===== src/sv/spq_pkg.sv =====
// Shared types and constants for the sorted priority queue.
// No dependencies; every other file refers to this package by scoped names.
package spq_pkg;

    localparam int QUEUE_DEPTH = 16;
    localparam int TAG_WIDTH   = 32;
    localparam int PRIO_W      = 4;
    localparam int PORT_TAG_W  = 32;
    localparam int OCC_PORT_W  = 5;
    localparam int OCC_W       = $clog2(QUEUE_DEPTH + 1);

    localparam logic OP_PUSH = 1'b0;
    localparam logic OP_POP  = 1'b1;

    typedef logic [PRIO_W-1:0]    t_prio;
    typedef logic [TAG_WIDTH-1:0] t_tag;
    typedef logic [OCC_W-1:0]     t_occ;

    // One queue slot.
    typedef struct packed {
        logic  valid;
        t_prio prio;
        t_tag  tag;
    } t_entry;

    // Command broadcast to every cell in a cycle.
    typedef struct packed {
        logic  push;
        logic  pop;
        t_prio prio;
        t_tag  tag;
    } t_cmd;

endpackage


===== src/sv/sorted_priority_queue.sv =====
// Sorted priority queue built as a chain of QUEUE_DEPTH slot cells.
// A result strobes on o_done in the cycle after its command beat is accepted.
// Throughput: one beat per cycle; every cell compares against the command in parallel.
// Reset: synchronous active-low i_rst_n empties the queue and clears the strobe.
// The receiver cannot stall; busy is never raised.
module sorted_priority_queue (
    input  logic        i_clk,
    input  logic        i_rst_n,
    input  logic        start,
    output logic        busy,
    input  logic        i_operation,
    input  logic [3:0]  i_priority_req,
    input  logic [31:0] i_tag,
    output logic        o_done,
    output logic        o_out_valid,
    output logic [3:0]  o_out_priority,
    output logic [31:0] o_out_tag,
    output logic        o_was_empty,
    output logic        o_overflow,
    output logic [4:0]  o_occupancy
);

    localparam int D = spq_pkg::QUEUE_DEPTH;

    // Neighbor links: entries and the "stays ahead" flags of every cell.
    spq_pkg::t_entry w_entry [D];
    logic            w_le    [D];
    spq_pkg::t_cmd   w_cmd;

    logic accept;
    logic full;
    logic empty;

    logic           r_done;
    logic           r_out_valid;
    spq_pkg::t_prio r_out_prio;
    spq_pkg::t_tag  r_out_tag;
    logic           r_was_empty;
    logic           r_overflow;
    spq_pkg::t_occ  r_occ;
    spq_pkg::t_occ  n_occ;

    // Every command finishes in the cycle it is accepted, so the queue is always ready.
    assign busy   = 1'b0;
    assign accept = start && !busy;

    // The valid slots form a prefix, so the ends of the chain tell full and empty.
    assign full  = w_entry[D-1].valid;
    assign empty = !w_entry[0].valid;

    // Dropped pushes and pops of an empty queue leave every cell untouched.
    always_comb begin
        w_cmd.push = accept && (i_operation == spq_pkg::OP_PUSH) && !full;
        w_cmd.pop  = accept && (i_operation == spq_pkg::OP_POP) && !empty;
        w_cmd.prio = i_priority_req;
        w_cmd.tag  = spq_pkg::TAG_WIDTH'(i_tag);
    end

    // The head cell sees an always-ahead predecessor, so a push that beats it lands
    // in slot 0; the tail cell shifts in an empty slot on a pop.
    for (genvar g = 0; g < D; g++) begin : g_cell
        spq_pkg::t_entry prev_e;
        spq_pkg::t_entry next_e;
        logic            prev_le;

        if (g == 0) begin : g_head
            assign prev_e  = '0;
            assign prev_le = 1'b1;
        end else begin : g_mid
            assign prev_e  = w_entry[g-1];
            assign prev_le = w_le[g-1];
        end

        if (g == D - 1) begin : g_tail
            assign next_e = '0;
        end else begin : g_body
            assign next_e = w_entry[g+1];
        end

        spq_cell u_cell (
            .i_clk     (i_clk),
            .i_rst_n   (i_rst_n),
            .i_cmd     (w_cmd),
            .i_prev_le (prev_le),
            .i_prev    (prev_e),
            .i_next    (next_e),
            .o_le      (w_le[g]),
            .o_entry   (w_entry[g])
        );
    end

    // Occupancy tracks the valid prefix length.
    always_comb begin
        n_occ = r_occ;
        if (w_cmd.push) begin
            n_occ = r_occ + 1'b1;
        end else if (w_cmd.pop) begin
            n_occ = r_occ - 1'b1;
        end
    end

    always_ff @(posedge i_clk) begin
        if (!i_rst_n) begin
            r_done <= 1'b0;
            r_occ  <= '0;
        end else begin
            r_done <= accept;
            r_occ  <= n_occ;
        end
    end

    // Result payload: the head entry on a successful pop, zeros otherwise.
    always_ff @(posedge i_clk) begin
        if (accept) begin
            r_out_valid <= w_cmd.pop;
            r_out_prio  <= w_cmd.pop ? w_entry[0].prio : '0;
            r_out_tag   <= w_cmd.pop ? w_entry[0].tag : '0;
            r_was_empty <= (i_operation == spq_pkg::OP_POP) && empty;
            r_overflow  <= (i_operation == spq_pkg::OP_PUSH) && full;
        end
    end

    assign o_done         = r_done;
    assign o_out_valid    = r_out_valid;
    assign o_out_priority = r_out_prio;
    assign o_out_tag      = spq_pkg::PORT_TAG_W'(r_out_tag);
    assign o_was_empty    = r_was_empty;
    assign o_overflow     = r_overflow;
    assign o_occupancy    = spq_pkg::OCC_PORT_W'(r_occ);

endmodule


===== src/sv/spq_cell.sv =====
// One slot of the sorted queue chain: holds an entry and trades with its neighbors.
// Depends on spq_pkg.
module spq_cell (
    input  logic           i_clk,
    input  logic           i_rst_n,
    input  spq_pkg::t_cmd   i_cmd,
    input  logic           i_prev_le,
    input  spq_pkg::t_entry i_prev,
    input  spq_pkg::t_entry i_next,
    output logic           o_le,
    output spq_pkg::t_entry o_entry
);

    spq_pkg::t_entry r_entry;
    spq_pkg::t_entry n_entry;

    // This slot stays ahead of the new entry when it is valid and not larger.
    assign o_le    = r_entry.valid && (r_entry.prio <= i_cmd.prio);
    assign o_entry = r_entry;

    always_comb begin
        n_entry = r_entry;
        if (i_cmd.pop) begin
            n_entry = i_next;
        end else if (i_cmd.push && !o_le) begin
            if (i_prev_le) begin
                n_entry.valid = 1'b1;
                n_entry.prio  = i_cmd.prio;
                n_entry.tag   = i_cmd.tag;
            end else begin
                n_entry = i_prev;
            end
        end
    end

    always_ff @(posedge i_clk) begin
        if (!i_rst_n) begin
            r_entry.valid <= 1'b0;
        end else begin
            r_entry.valid <= n_entry.valid;
        end
        r_entry.prio <= n_entry.prio;
        r_entry.tag  <= n_entry.tag;
    end

endmodule

===== config.mk =====
export PLATFORM = sky130hd
export DESIGN_NAME = sorted_priority_queue
export DESIGN_NICKNAME = d
export VERILOG_FILES = /design/src/sv/spq_pkg.sv /design/src/sv/sorted_priority_queue.sv /design/src/sv/spq_cell.sv
export SDC_FILE = /design/constraint.sdc
export NUM_CORES = 1
export LEC_CHECK = 0
export ABC_CLOCK_PERIOD_IN_PS = 6900
export BUFFER_PORTS_ARGS = -buffer_cell sky130_fd_sc_hd__buf_2
export CAP_MARGIN = 10
export CORE_ASPECT_RATIO = 0.75
export CORE_MARGIN = 5
export CORE_UTILIZATION = 40
export DETAILED_ROUTE_END_ITERATION = 7
export HOLD_SLACK_MARGIN = 0.1
export PLACE_DENSITY_LB_ADDON = 0.15
export SKIP_LAST_GASP = 1
export SYNTH_ARGS = -nofsm -noshare
export SYNTH_HDL_FRONTEND = slang
export SYNTH_SLANG_ARGS = --single-unit

===== constraint.sdc =====
create_clock -name i_clk -period 6.9 [get_ports i_clk]
set_clock_uncertainty 0.1 [all_clocks]
set_input_delay 1.38 -clock i_clk [delete_from_list [all_inputs] [get_ports i_clk]]
set_output_delay 1.38 -clock i_clk [all_outputs]
set_load 0.02 [all_outputs]

==> summary.md, run 1 <==
| Metric | Value |
|---|---|
| Most common cell after layout, fill and taps aside | `nand2_1` |
| Share of layout cells above drive strength 1 | `a little under a tenth` |
| Post-Synthesis Cells | `2962` |
| Die X | `339.3 µm` |
| Distinct cell type count after synthesis | `49` |
| Pwr dens | `290.7 nW/µm²` |
| Final Max Slew Viols | `0` |
| Synth Cell Area | `32520 µm²` |
| Placer Congestion | `0.7933` |
| LEAKAGE | `12.97 nW` |
| Clock buffer depth | `3` |
| Post-DP HPWL | `54.64 mm` |
| R2R cell count | `6` |
| Sequential share of the synthesized area | `57.03%` |
| Worst-skew pair later-pin latency | `630 ps` |
| R2R Path Start | `g_cell[10].u_cell.o_entry[34]$_DFFE_PP_` |
| Int Power | `around 7.6 mW` |
| Final worst slack | `2254 ps` |
| Max Clock Freq | `between 0.2 and 0.25 GHz` |
| Pre-CTS worst setup slack | `1622 ps` |
| DRC viols | `0` |
| # Post-CTS Setup Buffers | `0` |
| Clk pwr share | `between 30% and 40%` |
| Final #Nets | `3026` |
| Status | `complete, no violations` |
| Area added between synthesis and finish | `10.58%` |
| Sequential power share | `between 40 and 50%` |
| Sw Share | `27.64%` |
| Port bufs | `84` |
| CP required | `7060 ps` |
| CTS root buf | `clkbuf_16` |
| Antenna Violating Nets Remaining | `0` |
| Reg2reg setup slack | `3430 ps` |
| Ports | `86` |
| Worst slew pin tran | `1126 ps` |
| RSZ-0062 raised after global routing | `no` |
| Fin crit share | `67.33%` |
| Synth Warn # | `0` |
| EDFF count, synth | `579` |
| Worst Min Path Start | `o_occupancy[3]$_SDFFE_PN0P_` |
| Critical-path maximum fanout | `20` |
| Hold Path Depth | `2` |
| Area after DPL | `33650 µm²` |
| Average size of a mapped cell | `10.98 µm²` |
| Initial Util | `40.39%` |
| H-tree levels | `3` |
| Pre-antenna DRT Iters | `5` |
| Slew HR | `between 20% and 30%` |
| RR Endpoint | `g_cell[10].u_cell.o_entry[31]$_DFFE_PP_` |
| Final instance area | `35960 µm²` |
| Routed vias | `22741` |
| Syn Nets | `3066` |
| Crit path arrival time | `between 4000 and 5000 ps` |
| Total gr overflow | `0` |
| Logic pwr share | `15.9%` |
| # rows | `90` |
| Largest net degree at the start of global routing | `176` |
| Setup TNS | `0 ps` |
| Num Clock Sinks | `~640` |
| Via density | `between 5 and 6` |
| Synth async-reset ratio | `0%` |
| Final WL | `93.42 mm` |
| Max_cap viols | `0` |
| Critical Path End Type | `register` |
| First-pass GRT wire length | `140.6 mm` |
| Minimum clock period | `4646 ps` |
| Psw | `slightly below 3 mW` |
| Die Area | `87170 µm²` |
| Total power | `about 10 mW` |
| Final Hold Fails | `0` |
| Hold slack | `approximately 390 ps` |
| Worst Hold Path EP | `o_occupancy[3]$_SDFFE_PN0P_` |
| Reg clk slew, reported paths | `60 ps` |
| Critical setup path kind | `in2reg` |
| Drt wl/cell | `23.13 µm` |
| Ys flop type | `edfxtp_1` |
| Post-CTS resize count | `0` |
| Fillers | `roughly 7400` |
| CTS buffer count | `69` |
| Initial antenna violation count | `2` |
| Register bit total from synthesis | `roughly 640` |
| Most frequent cells in the layout | `nand2_1 (619), edfxtp_1 (579), mux2i_1 (433), o21ai_1 (356), a21oi_1 (157)` |
| GRT Resource Usage Total | `approximately 21%` |
| CTS tree | `built` |
| Hold-fix buffers, CTS | `0` |
| Setup-failing EPs final | `0` |
| Die Height | `roughly 260 µm` |
| Critical path launch point type | `input pin` |
| Initial DRC count | `around 2400` |
| Core area | `80510 µm²` |
| Vias in the first global route | `22313` |
| Peak supply drop | `~0.16 mV` |
| Hold WC Path Type | `reg2reg` |
==> power by group through the flow <==
stage	logic (mW)	registers, mW	clock network [mW]
global placement	1.61	5.05	0
CTS	1.67	4.99	3.89
detailed placement	1.66	5.06	0
finish	1.66	4.99	3.80
floorplan	1.15	5.00	0
global route	1.81	5.03	4.03
==> how the worst max path moves through the flow <==
stage	cells after the start	from	slack [ps]	end
floorplan	9	i_priority_req[1]	680	g_cell[1].u_cell.o_entry[0]$_DFFE_PP_
global placement	7	i_priority_req[1]	1690	g_cell[10].u_cell.o_entry[28]$_DFFE_PP_
detailed placement	7	i_priority_req[1]	1620	g_cell[10].u_cell.o_entry[31]$_DFFE_PP_
CTS	7	i_priority_req[1]	2260	g_cell[10].u_cell.o_entry[31]$_DFFE_PP_
global route	8	i_priority_req[1]	2110	g_cell[7].u_cell.o_entry[25]$_DFFE_PP_
finish	7	i_priority_req[1]	2250	g_cell[10].u_cell.o_entry[31]$_DFFE_PP_
==> metrics by stage <==
stage | utilization [%] | std cells
global placement | 41.79 | 3908
floorplan | - | 2962
finish | 44.67 | 4038
global route | 44.67 | 4037
detailed placement | 41.79 | 3908
CTS | 44.63 | 4036
==> cells by family after synthesis <==
| kind of cell | share of synthesized area, % |
|---|---|
| buffers and inverters | 4.459 |
| AND/OR/NAND/NOR | 10.32 |
| flip-flops | 57.03 |
| XOR/XNOR | 0.1077 |
| adder cells (fa/ha/maj) | 2.485 |
| AO/OA/AOI/OAI | 12.26 |
| other | 0.01153 |
| multiplexers | 13.33 |
==> critical path, cell delays in order <==
cell	delay (ps)
buf_2	300
inv_1	420
ha_1	450
a2111oi_0	100
o31a_2	630
o21ai_4	990
buf_4	490
==> synth_stat cells (5+ instances only) <==
master / count / area share [%]
nand2_1: 624 / 7.2
edfxtp_1: 579 / 53
mux2i_1: 433 / 13
o21ai_1: 360 / 5.5
a21oi_1: 158 / 2.4
clkbuf_1: 147 / 1.7
o21ai_0: 110 / 1.7
nor2_1: 81 / 0.93
and2_1: 76 / 1.5
ha_1: 63 / 2.4
dfxtp_1: 58 / 3.6
buf_2: 49 / 0.75
buf_6: 39 / 1.4
a221o_1: 36 / 1.1
inv_1: 32 / 0.37
nand4_1: 13 / 0.25
o22ai_1: 13 / 0.25
a2111oi_0: 9 / 0.24
buf_4: 9 / 0.21
o31ai_1: 9 / 0.21
o31a_1: 8 / 0.22
nor2b_1: 6 / 0.12
inv_2: 5 / 0.058
==> flip-flops by register name (all words and copies together), names as in the netlist <==
signal	count
g_cell.u_cell.o_entry	592
o_done	1
o_occupancy	5
o_out_priority	4
o_out_tag	32
o_out_valid	1
o_overflow	1
o_was_empty	1
==> layout make-up <==
cell class | instances | area, µm² | area share [%]
Clock buffer | 98 | 1971 | 5.479
Clock inverter | 30 | 316.6 | 0.8802
Multi-Input combinational cell | 2042 | 12750 | 35.44
Sequential cell | 637 | 18550 | 51.57
Antenna cell | 1 | 2.502 | 0.006958
Timing Repair Buffer | 135 | 910.9 | 2.533
Tap cell | 1058 | 1324 | 3.681
Inverter | 37 | 146.4 | 0.4070
==> layer usage <==
| metal | up-vias | part of all wire (%) | global-route usage (%) |
|---|---|---|---|
| met1 | 11211 | 48 | 31.48 |
| met2 | 748 | 43 | 31.17 |
| met5 | - | 0 | 0 |
| li1 | 10644 | - | - |
| met4 | 0 | 2.5 | 5.708 |
| met3 | 138 | 6.5 | 2.972 |
Power figures use the tool's default switching activity.
==> inputs of run 2 (changes only) <==
- ABC_CLOCK_PERIOD_IN_PS: 6900 -> 4200
- clock period: 6.9 -> 4.2 ns (I/O delays scaled with it)
==> run 2 against run 1 <==
Against the previous run:
- register-to-register slack worse by 2100 ps
- hold slack worse by 4.1 ps
- cell count is 1.3% higher
- combinational power is 70% higher
- sequential share of layout area is 1.1 points lower
- sequential power is 64% higher
- largest cell class unchanged
- die area stayed put
- highest routed layer unchanged
- first-iteration DRC count is 28% lower
==> summary.md, run 2 (same netlist as run 1, synthesis figures left out) <==
| Metric | Value |
|---|---|
| Max_cap viols | `0 (unchanged)` |
| LEAKAGE | `13.36 nW (was 12.97 nW)` |
| Setup-failing EPs final | `0 (unchanged)` |
| Final instance area | `36770 µm² (was 35960 µm²)` |
| Critical path launch point type | `input pin (unchanged)` |
| Max Clock Freq | `0.3113 GHz` |
| RSZ-0062 raised after global routing | `no (unchanged)` |
| Peak supply drop | `0.2830 mV (was 0.1612 mV)` |
| Final core utilization | `45.67% (was 44.67%)` |
| Final Max Slew Viols | `0 (unchanged)` |
| Most frequent cells in the layout | `nand2_1 (620), edfxtp_1 (579), mux2i_1 (433), o21ai_1 (356), a21oi_1 (157) (was nand2_1 (619), edfxtp_1 (579), mux2i_1 (433), o21ai_1 (356), a21oi_1 (157))` |
| Antenna Violating Nets Remaining | `0 (unchanged)` |
| Total gr overflow | `0 (unchanged)` |
| Final Hold Fails | `0 (unchanged)` |
| # rows | `90 (unchanged)` |
| Pre-antenna DRT Iters | `6 (was 5)` |
| Die Height | `256.9 µm (unchanged)` |
| Ports | `86 (unchanged)` |
| DP Cell Count | `3954 (was 3908)` |
| Final #Nets | `3074 (was 3026)` |
| Port bufs | `84 (unchanged)` |
| Initial DRC count | `1722 (was 2376)` |
| Worst-skew pair later-pin latency | `630 ps (about the same)` |
| Drt wl/cell | `21.98 µm (was 23.13 µm)` |
| Initial antenna violation count | `2 (unchanged)` |
| Die Area | `87170 µm² (unchanged)` |
| Fin crit share | `76.49%` |
| Via density | `5.592 (was 5.632)` |
| Vias in the first global route | `22993 (was 22313)` |
| Hold WC Path Type | `reg2reg (unchanged)` |
| Post-DP HPWL | `56.56 mm (was 54.64 mm)` |
| Clock buffer depth | `3 (unchanged)` |
| Critical Path End Type | `register (unchanged)` |
| Worst slew pin tran | `888.8 ps (was 1126 ps)` |
| CTS buffer count | `71 (was 69)` |
| Post-CTS resize count | `0 (unchanged)` |
| Pwr dens | `471.7 nW/µm² (was 290.7 nW/µm²)` |
| Area after DPL | `34400 µm² (was 33650 µm²)` |
| Initial Util | `40.39% (unchanged)` |
| Hold slack | `383.8 ps (was 387.9 ps)` |
| Routed vias | `22865 (was 22741)` |
| Placer Congestion | `0.7988 (was 0.7933)` |
| Largest register FFs | `592 (unchanged)` |
| Fillers | `7348 (was 7413)` |
| CP required | `4460 ps (was 7060 ps)` |
| GRT Resource Usage Total | `20.14% (was 20.77%)` |
| Die X | `339.3 µm (unchanged)` |
| Final std cells w/o fill | `4089 (was 4038)` |
| Critical-path maximum fanout | `17 (was 20)` |
| Critical setup path kind | `in2reg (unchanged)` |
| Most common cell after layout, fill and taps aside | `nand2_1 (unchanged)` |
| DRC viols | `0 (unchanged)` |
| Num Clock Sinks | `637 (unchanged)` |
| Slew HR | `39.22% (was 24.63%)` |
| Final worst slack | `987.3 ps (was 2254 ps)` |
| Minimum clock period | `around 3200 ps` |
| Final WL | `89.89 mm (was 93.42 mm)` |
| Pre-CTS worst setup slack | `409.1 ps (was 1622 ps)` |
| Crit path arrival time | `3470 ps (was 4810 ps)` |
| Core area | `80510 µm² (unchanged)` |
| Setup TNS | `0 ps (unchanged)` |
| CTS tree | `built (unchanged)` |
| Area added between synthesis and finish | `13.06% (was 10.58%)` |
| Hold-fix buffers, CTS | `0 (unchanged)` |
| Share of layout cells above drive strength 1 | `10.70% (was 9.533%)` |
| Reg clk slew, reported paths | `60 ps (about the same)` |
| Status | `complete, no violations (unchanged)` |
| First-pass GRT wire length | `139.2 mm (was 140.6 mm)` |
| CTS root buf | `clkbuf_16 (unchanged)` |
| H-tree levels | `3 (unchanged)` |
| Largest net degree at the start of global routing | `126 (was 176)` |
| Total power | `17.34 mW (was 10.46 mW)` |
| # Post-CTS Setup Buffers | `0 (unchanged)` |
run 2: changes by cell type in the layout (fill, tap and decap cells not counted), sizes merged:
cell | before | now
diode | 1 | 2
clkinvlp | 6 | 1
buf | 135 | 181
clkinv | 15 | 26
inv | 41 | 39
run 2: per-layer routing:
metal	global-route usage (%)	vias up	wire length (µm)
li1	-	10742	-
met3	3.724	117	4841
met5	0	-	0
met4	4.617	0	1860
met1	28.99	11414	42580
met2	31.87	592	40610
run 2: final timing paths:
path	from	to	slack [ps]	cells after the start
worst max register to register	g_cell[2].u_cell.o_entry[34]$_DFFE_PP_	g_cell[3].u_cell.o_entry[32]$_DFFE_PP_	1320	7
worst min-delay path	o_occupancy[3]$_SDFFE_PN0P_	o_occupancy[3]$_SDFFE_PN0P_	380	2
worst min register to register	o_occupancy[3]$_SDFFE_PN0P_	o_occupancy[3]$_SDFFE_PN0P_	380	2
worst max-delay path	i_priority_req[2]	g_cell[3].u_cell.o_entry[32]$_DFFE_PP_	990	9
run 2: area by class of cell:
type	count	area (µm²)	share of cell area, %
multi-input combinational	2042	12740	34.66
antenna	2	5.005	0.01361
timing repair buffer	181	1662	4.519
inverter	37	146.4	0.3981
sequential	637	18550	50.44
clock inverter	34	297.8	0.8099
clock buffer	98	2044	5.560
tap	1058	1324	3.600
run 2: critical path, stage by stage:
cell and delay [ps]:
buf_2 300, inv_1 230, ha_1 370, and3b_1 190, a2111oi_0 700, o21ai_4 160
buf_4 310, mux2i_1 250, o21ai_1 90
run 2: report_power, final:
part / switching [mW] / total (mW) / internal [mW]
registers: 0.365 / 8.18 / 7.81
clock network: 2.61 / 6.33 / 3.72
logic: 1.71 / 2.83 / 1.12
total: 4.69 / 17.3 / 12.7
